**config.mk**
```make
export PLATFORM = sky130hd
export DESIGN_NAME = ral_ctrl
export DESIGN_NICKNAME = d
export VERILOG_FILES = /design/src/rtl/core/ral_pkg.sv /design/src/rtl/core/ral_ctrl.sv
export SDC_FILE = /design/constraint.sdc
export NUM_CORES = 1
export LEC_CHECK = 0
export BUFFER_PORTS_ARGS = -buffer_cell sky130_fd_sc_hd__buf_2
export CAP_MARGIN = 20
export CORE_UTILIZATION = 57
export CTS_CLUSTER_SIZE = 14
export DETAILED_ROUTE_END_ITERATION = 10
export MAX_ROUTING_LAYER = met4
export PLACE_DENSITY = 0.85
export SYNTH_ARGS = -nofsm -noshare
export SYNTH_HDL_FRONTEND = slang
export SYNTH_SLANG_ARGS = --single-unit
```
**constraint.sdc**
```tcl
create_clock -name clk_i -period 13.83 [get_ports clk_i]
set_input_delay 0 -clock clk_i [delete_from_list [all_inputs] [get_ports clk_i]]
set_output_delay 0 -clock clk_i [all_outputs]
set_load 0.02 [all_outputs]
```
**src/rtl/core/ral_pkg.sv**
```systemverilog
`timescale 1ns / 1ps
`default_nettype none
// ----------------------------------------------------------------------------
// ral_pkg
// Shared types and constants of the positional array list engine.
// ----------------------------------------------------------------------------
package ral_pkg;

  localparam int unsigned CAPACITY_DEF = 256;
  localparam int unsigned DATA_W       = 32;
  localparam int unsigned POS_W        = 8;
  localparam int unsigned FUNC_W       = 2;
  localparam int unsigned STAT_W       = 2;
  localparam int unsigned COUNT_W      = 9;

  typedef enum logic [FUNC_W-1:0] {
    FUNC_APPEND = 2'd0,
    FUNC_INSERT = 2'd1,
    FUNC_DELETE = 2'd2,
    FUNC_READ   = 2'd3
  } func_e;

  typedef enum logic [STAT_W-1:0] {
    STAT_OK     = 2'd0,
    STAT_BADPOS = 2'd1,
    STAT_FULL   = 2'd2,
    STAT_EMPTY  = 2'd3
  } status_e;

  typedef enum logic [2:0] {
    S_IDLE,
    S_SHIFT,
    S_FLUSH,
    S_PLACE,
    S_RDWAIT
  } state_e;

endpackage : ral_pkg
`default_nettype wire

```
**src/rtl/core/ral_ctrl.sv**
```systemverilog
`timescale 1ns / 1ps
`default_nettype none
// ----------------------------------------------------------------------------
// ral_ctrl
// Sequencer of the list engine: decodes an item, keeps the length and moves
// entries through the RAM one per cycle for insert and delete.
// ----------------------------------------------------------------------------
module ral_ctrl #(
  parameter int unsigned CAPACITY = ral_pkg::CAPACITY_DEF,
  parameter int unsigned AW       = $clog2(CAPACITY)
) (
  input  wire logic                          clk_i,
  input  wire logic                          rst_ni,
  input  wire logic                          start,
  output logic                               busy,
  input  wire logic [ral_pkg::FUNC_W-1:0]    func_i,
  input  wire logic [ral_pkg::POS_W-1:0]     position_i,
  input  wire logic [ral_pkg::DATA_W-1:0]    value_i,
  output logic                               done_o,
  output logic [ral_pkg::STAT_W-1:0]         status_o,
  output logic [ral_pkg::DATA_W-1:0]         read_value_o,
  output logic [ral_pkg::COUNT_W-1:0]        count_o,
  output logic                               mem_we_o,
  output logic [AW-1:0]                      mem_waddr_o,
  output logic [ral_pkg::DATA_W-1:0]         mem_wdata_o,
  output logic [AW-1:0]                      mem_raddr_o,
  input  wire logic [ral_pkg::DATA_W-1:0]    mem_rdata_i
);

  import ral_pkg::*;

  localparam int unsigned LW = $clog2(CAPACITY + 1);
  localparam int unsigned CW = ((LW > POS_W) ? LW : POS_W) + 1;
  localparam logic [LW-1:0] LEN_CAP = LW'(CAPACITY);

  state_e            state_q, state_d;
  logic [LW-1:0]     len_q, len_d;
  logic              done_q, done_d;
  logic              pend_q, pend_d;
  logic              ins_q, ins_d;
  logic [AW-1:0]     cur_q, cur_d;
  logic [AW-1:0]     wa_q, wa_d;
  logic [AW-1:0]     pos_q, pos_d;
  logic [DATA_W-1:0] val_q, val_d;
  status_e           stat_q, stat_d;
  logic [DATA_W-1:0] rdval_q, rdval_d;

  func_e       func;
  logic        accept;
  logic [CW-1:0] pos_ext, len_ext;
  logic [AW-1:0] len_last;
  status_e     dec_st;
  logic        dec_fin, dec_tail, dec_drop, dec_shift, dec_read;
  logic        shift_last;

  assign func     = func_e'(func_i);
  assign accept   = start && (state_q == S_IDLE);
  assign pos_ext  = CW'(position_i);
  assign len_ext  = CW'(len_q);
  assign len_last = AW'(len_q - LW'(1));
  assign shift_last = ins_q ? (cur_q == pos_q) : (cur_q == len_last);

  always_comb begin
    dec_st    = STAT_OK;
    dec_fin   = 1'b0;
    dec_tail  = 1'b0;
    dec_drop  = 1'b0;
    dec_shift = 1'b0;
    dec_read  = 1'b0;
    case (func)
      FUNC_APPEND: begin
        dec_fin = 1'b1;
        if (len_q == LEN_CAP) begin
          dec_st = STAT_FULL;
        end else begin
          dec_tail = 1'b1;
        end
      end
      FUNC_INSERT: begin
        if (pos_ext > len_ext) begin
          dec_st  = STAT_BADPOS;
          dec_fin = 1'b1;
        end else if (len_q == LEN_CAP) begin
          dec_st  = STAT_FULL;
          dec_fin = 1'b1;
        end else if (pos_ext == len_ext) begin
          dec_fin  = 1'b1;
          dec_tail = 1'b1;
        end else begin
          dec_shift = 1'b1;
        end
      end
      FUNC_DELETE: begin
        if (len_q == '0) begin
          dec_st  = STAT_EMPTY;
          dec_fin = 1'b1;
        end else if (pos_ext >= len_ext) begin
          dec_st  = STAT_BADPOS;
          dec_fin = 1'b1;
        end else if (pos_ext + CW'(1) == len_ext) begin
          dec_fin  = 1'b1;
          dec_drop = 1'b1;
        end else begin
          dec_shift = 1'b1;
        end
      end
      FUNC_READ: begin
        if (pos_ext >= len_ext) begin
          dec_st  = STAT_BADPOS;
          dec_fin = 1'b1;
        end else begin
          dec_read = 1'b1;
        end
      end
      default: begin
        dec_fin = 1'b1;
      end
    endcase
  end

  // Next state
  always_comb begin
    state_d = state_q;
    case (state_q)
      S_IDLE: begin
        if (accept && dec_shift) begin
          state_d = S_SHIFT;
        end else if (accept && dec_read) begin
          state_d = S_RDWAIT;
        end
      end
      S_SHIFT: begin
        if (shift_last) begin
          state_d = S_FLUSH;
        end
      end
      S_FLUSH: begin
        state_d = ins_q ? S_PLACE : S_IDLE;
      end
      S_PLACE:  state_d = S_IDLE;
      S_RDWAIT: state_d = S_IDLE;
      default:  state_d = S_IDLE;
    endcase
  end

  // Outputs and datapath
  always_comb begin
    len_d       = len_q;
    done_d      = 1'b0;
    pend_d      = pend_q;
    ins_d       = ins_q;
    cur_d       = cur_q;
    wa_d        = wa_q;
    pos_d       = pos_q;
    val_d       = val_q;
    stat_d      = stat_q;
    rdval_d     = rdval_q;
    mem_we_o    = 1'b0;
    mem_waddr_o = wa_q;
    mem_wdata_o = mem_rdata_i;
    mem_raddr_o = cur_q;
    case (state_q)
      S_IDLE: begin
        mem_raddr_o = AW'(position_i);
        if (accept) begin
          ins_d  = (func == FUNC_INSERT);
          pos_d  = AW'(position_i);
          val_d  = value_i;
          pend_d = 1'b0;
          if (func == FUNC_INSERT) begin
            cur_d = len_last;
          end else begin
            cur_d = AW'(position_i) + AW'(1);
          end
          if (dec_fin) begin
            done_d  = 1'b1;
            stat_d  = dec_st;
            rdval_d = '0;
          end
          if (dec_tail) begin
            mem_we_o    = 1'b1;
            mem_waddr_o = AW'(len_q);
            mem_wdata_o = value_i;
            len_d       = len_q + LW'(1);
          end
          if (dec_drop) begin
            len_d = len_q - LW'(1);
          end
        end
      end
      S_SHIFT: begin
        mem_we_o = pend_q;
        pend_d   = 1'b1;
        wa_d     = ins_q ? (cur_q + AW'(1)) : (cur_q - AW'(1));
        if (!shift_last) begin
          cur_d = ins_q ? (cur_q - AW'(1)) : (cur_q + AW'(1));
        end
      end
      S_FLUSH: begin
        mem_we_o = 1'b1;
        if (!ins_q) begin
          len_d   = len_q - LW'(1);
          done_d  = 1'b1;
          stat_d  = STAT_OK;
          rdval_d = '0;
        end
      end
      S_PLACE: begin
        mem_we_o    = 1'b1;
        mem_waddr_o = pos_q;
        mem_wdata_o = val_q;
        len_d       = len_q + LW'(1);
        done_d      = 1'b1;
        stat_d      = STAT_OK;
        rdval_d     = '0;
      end
      S_RDWAIT: begin
        done_d  = 1'b1;
        stat_d  = STAT_OK;
        rdval_d = mem_rdata_i;
      end
      default: begin
      end
    endcase
  end

  always_ff @(posedge clk_i or negedge rst_ni) begin
    if (!rst_ni) begin
      state_q <= S_IDLE;
      len_q   <= '0;
      done_q  <= 1'b0;
      pend_q  <= 1'b0;
    end else begin
      state_q <= state_d;
      len_q   <= len_d;
      done_q  <= done_d;
      pend_q  <= pend_d;
    end
  end

  always_ff @(posedge clk_i) begin
    ins_q   <= ins_d;
    cur_q   <= cur_d;
    wa_q    <= wa_d;
    pos_q   <= pos_d;
    val_q   <= val_d;
    stat_q  <= stat_d;
    rdval_q <= rdval_d;
  end

  assign busy         = (state_q != S_IDLE);
  assign done_o       = done_q;
  assign status_o     = stat_q;
  assign read_value_o = rdval_q;
  assign count_o      = COUNT_W'(len_q);

endmodule : ral_ctrl
`default_nettype wire

```
==> results of run 1 <==
## cell families (layout without fill, tap and decap cells)
kind of cell,after synthesis,in the layout,synth area share
simple gates,229,229,0.187
compound gates,128,128,0.146
flops,105,105,0.494
buf+inv,68,286,0.0461
xor+xnor,45,45,0.0632
mux,18,18,0.0301
fa+ha+maj,17,17,0.0341
other cells,0,2,0
## cells in the final DEF (no fill, tap or decap), types with 9 or more instances in the layout
master and instances:
buf_2 170, edfxtp_1 91, nand2_1 90, dlygate4sd3_1 72, and3_1 36, xnor2_1 35, a22oi_1 33, nor2_1 26
o21ai_0 24, nor3_1 21, inv_1 20, a21oi_1 20, ha_1 17, dfrtp_1 14, mux2i_1 12, nor4_1 10
nand3_1 10, xor2_1 10, a221o_1 9, clkbuf_8 9
## final timing paths
kind | cells after the start | end
hold reg to reg | 2 | pend_q
hold / removal | 2 | read_value_o[21]
min in group asynchronous | 2 | count_o[3]
setup reg to reg | 6 | cur_q[3]
setup / recovery | 13 | mem_wdata_o[6]
max in group asynchronous | 2 | done_o
## metal layers
layer  global-route usage  wire length (um)  up-vias
met1                0.459              7690     2896
li1                     -                 -     2674
met4                0.174               998        0
met2                0.653             10300      498
met3               0.0547              1990       87
met5                    -                 0        -
## power breakdown
group          internal (W)  switching (W)  leakage, nW
Clock             0.0000855       0.000117        0.102
Sequential         0.000476       0.000104         1.03
Combinational      0.000274       0.000499         2.38
Total              0.000836       0.000719         3.52
## critical path: stages (launching register included)
cell	delay, ps
dfrtp_1	470
inv_1	180
ha_1	220
or4b_4	520
nor4_1	190
nand2_1	160
a22oi_4	370
nor2_2	60
buf_4	270
nor2_2	650
buf_4	400
nand2_1	120
nand2_1	100
buf_2	190
## area by class of cell
cell class	count	share of cell area
multi-input combinational	437	0.359
clock inverter	7	0.00949
inverter	22	0.0103
clock buffer	9	0.0154
timing repair buffer	248	0.201
sequential	105	0.383
antenna	2	0.000622
tap	136	0.0212
## state kept, by name, indices dropped and copies added (netlist names)
register      flops
ins_q             1
wa_q              8
count_o           9
status_o          2
pend_q            1
read_value_o     32
val_q            32
done_o            1
state_q           3
cur_q             8
pos_q             8
## stage by stage
step	hold WS [ps]	setup WS, ps
final	8.81	9530
after global placement	-79.7	10250
after global routing	2.46	9340
after floorplan	-296	8630
after CTS	9.81	9620
after detailed placement	-60.6	10060
==> impl_metrics.tcl, run 1 <==
set metrics [dict create \
    port-buffer-count 170 \
    crit_path_max_fanout 34 \
    cts_buffers 9 \
    fin_cells 966 \
    syn-mean-instance-area_um2 10.2 \
    drive_above_1_share 0.260 \
    first_iter_violations 654 \
    grt_pass1_vias 5844 \
    dpl.hpwl_mm 13.2 \
    peakVddDrop_v 0.000155 \
    tightest_slew_ps 1050 \
    ctsHoldBuffers 72 \
    r2r-start "ins_q" \
    cellLeakagePower_nw 3.52 \
    gp_congestion 0.956 \
    yosysWarnings 0 \
    drt_wl_total_mm 21.0 \
    routedWlPerCell_um 21.7 \
    seqCellArea_um2 3080 \
    overflow 0 \
    maxSlewViolCount 0 \
    cts_sinks 105 \
    setup_viol 0 \
    area_delta_synth_final_pct 28.9 \
    viasPerCell 6.37 \
    nets 917 \
    relSlewSlack 0.300 \
    num_rows 37 \
    synthMostInstantiatedCell "edfxtp_1" \
    place_area_um2 7120 \
    cts_tree "done" \
    drc 0 \
    max_cap_viol_count 0 \
    rsz0062_at_grt "no" \
    ys_seq_area_frac 0.494 \
    max_freq_mhz 232 \
    multi_input_area_um2 2880 \
    tns_ps 0 \
    powerDensity_nw_per_um2 193 \
    clk_pin_slew_ps 110 \
    hp-start "mem_rdata_i[21]" \
    final_area_um2 8040 \
    post_cts_resized 0 \
    firstDrtPassIters 7 \
    htreeDepth 3 \
    place_inst 876 \
    status "finished, final reports clean" \
    hold_viol_final 0 \
    initial_utilization 0.596 \
    utilization 0.769 \
    vias 6155 \
    synth-edff-count 91 \
    coreArea_um2 10500 \
    yosys.area.top_type "edfxtp_1" \
    fp.dieW_um 107 \
    synth_common_cells "edfxtp_1, nand2_1, and3_1, xnor2_1" \
    critPathKind "flop to output pin" \
    drtAntennaViolNets 0 \
    required_ps 13830 \
    crit_start "count_o[1]" \
    synth_seq_cells 105 \
    critPathArrivalTime_ps 4300 \
    r2r_setup_slack_ps 10060 \
    async_reset_ff_frac 0.133 \
    ios 171 \
    finalCritPeriodShare 0.311 \
    synth_cell_type_count 64 \
    cp-end-kind "output pin" \
    die-area_um2 11400 \
    syn_nets 704 \
    hold_class "input pin to flop" \
    cts_buffer_depth 2 \
    skew_ps 23.5 \
    syn_area_um2 6240 \
    synthTopCellsByArea "edfxtp_1, dfrtp_1, nand2_1, xnor2_1, a22oi_1" \
    post_cts_buffers 0 \
    fillers 642 \
    synthFlopType "edfxtp_1" \
    totalPowerFinal_w 0.00156 \
    start_kind "flop" \
    finalCriticalPeriod_ps 4300 \
    grt_max_degree 42 \
    grt.total_usage 0.386 \
    clockRootBuffer "clkbuf_8" \
    syn_inst 610 \
    antenna_found_initial 2 \
    die_h_um 107 \
    synth.top_cell.area_share 0.438 \
    clk_latency_ps 390 \
    grt_pass1_wl_mm 32.0 \
]
No activity file was read; power rests on OpenSTA's default activity.
==> run 2: changes to the inputs <==
Settings changed: ABC_AREA set to 1, CORE_UTILIZATION 57 to 54, PLACE_DENSITY 0.85 to 0.8.
Clock period 13.83 ns to 4.47 ns, I/O delays scaled along.
==> impl_metrics.tcl, run 2 <==
set metrics [dict create \
    status "complete, but fails checks" \
    failed_checks "hold timing" \
    cellLeakagePower_nw 3.95 \
    overflow 0 \
    cp-end-kind "output pin" \
    finalCritPeriodShare 0.909 \
    grt_pass1_vias 6752 \
    cts_buffers 9 \
    clkPwrFrac 0.143 \
    drt_wl_total_mm 23.2 \
    drive_above_1_share 0.205 \
    grt_pass1_wl_mm 35.6 \
    cts_tree "done" \
    syn_inst 842 \
    synth_seq_cells 105 \
    place_ws_ps 998 \
    synth.top_cell.area_share 0.405 \
    path_cells "clkinv_1, ha_1, nand2_1, inv_1, nand3_1, o21ai_1, nand2_2, buf_4, a21oi_1, o21ai_0, o211ai_1, buf_2" \
    p_comb_frac 0.560 \
    cts_sinks 105 \
    final_common_cell "buf_2" \
    synthSimpleGateAreaFrac 0.239 \
    max_cap_viol_count 0 \
    layout_common_cells "buf_2, nand2_1, inv_1" \
    hold_viol_final 1 \
    syn_area_um2 6760 \
    setup_slack_ps 408 \
    yosysWarnings 0 \
    synth_cell_type_count 42 \
    dpl.hpwl_mm 15.4 \
    clockRootBuffer "clkbuf_16" \
    drtAntennaViolNets 0 \
    totalPowerFinal_w 0.00602 \
    antenna_found_initial 1 \
    p_seq_frac 0.297 \
    clk_latency_ps 350 \
    r2r_setup_slack_ps 1280 \
    grt.total_usage 0.370 \
    crit_path_max_fanout 47 \
    synth-edff-count 91 \
    ios 171 \
    synthTopCellsByArea "edfxtp_1, nand2_1, nand3_1, inv_1, nor2_1" \
    synthXorXnorAreaFrac 0.0285 \
    switching_share 0.496 \
    powerDensity_nw_per_um2 697 \
    synth_common_cells "nand2_1, inv_1, nand3_1, nor2_1, edfxtp_1" \
    initial_utilization 0.558 \
    syn-mean-instance-area_um2 8.02 \
    synth_compound_area_frac 0.156 \
    tns_ps 0 \
    clk_pin_slew_ps 80 \
    skew_ps 7.54 \
    rsz0062_at_grt "no" \
    synthAdderAreaFrac 0.0315 \
    peakVddDrop_v 0.000296 \
    grt_max_degree 59 \
    htreeDepth 3 \
    hold_class "input pin to flop" \
    relSlewSlack 0.443 \
    setup_viol 0 \
    syn_nets 936 \
    synthFlopType "edfxtp_1" \
    die-area_um2 13000 \
    tightest_slew_ps 832 \
    cts_buffer_depth 2 \
    ys_seq_area_frac 0.456 \
    synthMostInstantiatedCell "nand2_1" \
    fin_hold_ws_ps -2.36 \
    yosys.area.top_type "edfxtp_1" \
    maxSlewViolCount 0 \
    vias 7205 \
    nets 1146 \
    async_reset_ff_frac 0.133 \
    fp.dieW_um 114 \
    yosys-mux-area-fraction 0 \
    synth_top_family_by_area "simple AND/OR/NAND/NOR gates" \
    firstDrtPassIters 6 \
    required_ps 4470 \
    area_delta_synth_final_pct 27.9 \
    drc 0 \
    max_stage_delay_ps 690 \
    coreArea_um2 12100 \
    die_h_um 114 \
    gp_congestion 0.981 \
    critPathArrivalTime_ps 4060 \
    first_iter_violations 930 \
    start_kind "flop" \
    max_freq_mhz 246 \
    switchingPower_w 0.00298 \
    viasPerCell 5.88 \
    finalCriticalPeriod_ps 4060 \
    num_rows 40 \
    port-buffer-count 170 \
    p_int_w 0.00304 \
    critPathKind "flop to output pin" \
    critPathSlowestCell "dfrtp_1" \
    post_cts_resized 0 \
    routedWlPerCell_um 18.9 \
]
-- run 2: metrics by stage --
stage	instance area [um^2]	cells	util
global placement	7740	1151	0.639
detailed placement	7740	1151	0.639
finish	8640	1226	0.713
global route	8640	1226	0.713
CTS	8630	1225	0.713
floorplan	6760	842	-
-- run 2: final timing paths --
path,start,endpoint,depth (start not counted)
max in group asynchronous,rst_ni,count_o[0],2
max,count_o[3],mem_wdata_o[14],12
min,mem_rdata_i[12],read_value_o[12],3
min reg2reg,pend_q,pend_q,2
max reg2reg,count_o[3],read_value_o[5],11
min in group asynchronous,rst_ni,count_o[8],2
-- run 2: timing repair --
action | in CTS | in global routing
setup buffers | 0 | 0
endpoints found under the hold margin | 71 | 0
hold buffers | 58 | 0
-- run 2: power by group through the flow --
| stage | Sequential [W] | Clock [W] | Combinational, W |
|---|---|---|---|
| 2_1_floorplan | 0.00191 | 0 | 0.00204 |
| 4_1_cts | 0.00177 | 0.000851 | 0.00329 |
| 6_report | 0.00179 | 0.000859 | 0.00337 |
| 3_3_place_gp | 0.00178 | 0 | 0.00320 |
| 3_5_place_dp | 0.00179 | 0 | 0.00323 |
| 5_1_grt | 0.00182 | 0.000896 | 0.00364 |
-- run 2: final cells by class --
class,instances,area [um^2]
tap,168,210
clock inverter,7,90.1
multi-input combinational,586,3080
sequential,105,3080
timing repair buffer,241,1530
inverter,109,414
antenna,1,2.50
clock buffer,9,225
fill,955,3470
-- run 2: routing by layer --
metal / wire length [um] / global-route usage / share of wire / up-vias
li1: - / - / - / 3301
met1: 8980 / 0.462 / 0.39 / 3306
met2: 10900 / 0.592 / 0.47 / 514
met3: 2330 / 0.0558 / 0.10 / 84
met4: 945 / 0.181 / 0.041 / 0
met5: 0 / - / 0 / -
-- run 2: cells by family after synthesis --
kind of cell / after synthesis
AOI/OAI and AO/OA: 178
xor gates and xnor gates: 22
adders and majority gates: 17
buffers and inverters: 151
DFF: 105
and+or+nand+nor: 369
-- run 2: worst max-delay path: cells and delay by family, from the launching register on --
kind                       cells  cell delay, ps
AOI/OAI and AO/OA              4             780
adders and majority gates      1             380
buffers and inverters          4            1120
DFF                            1             690
and+or+nand+nor                3             740
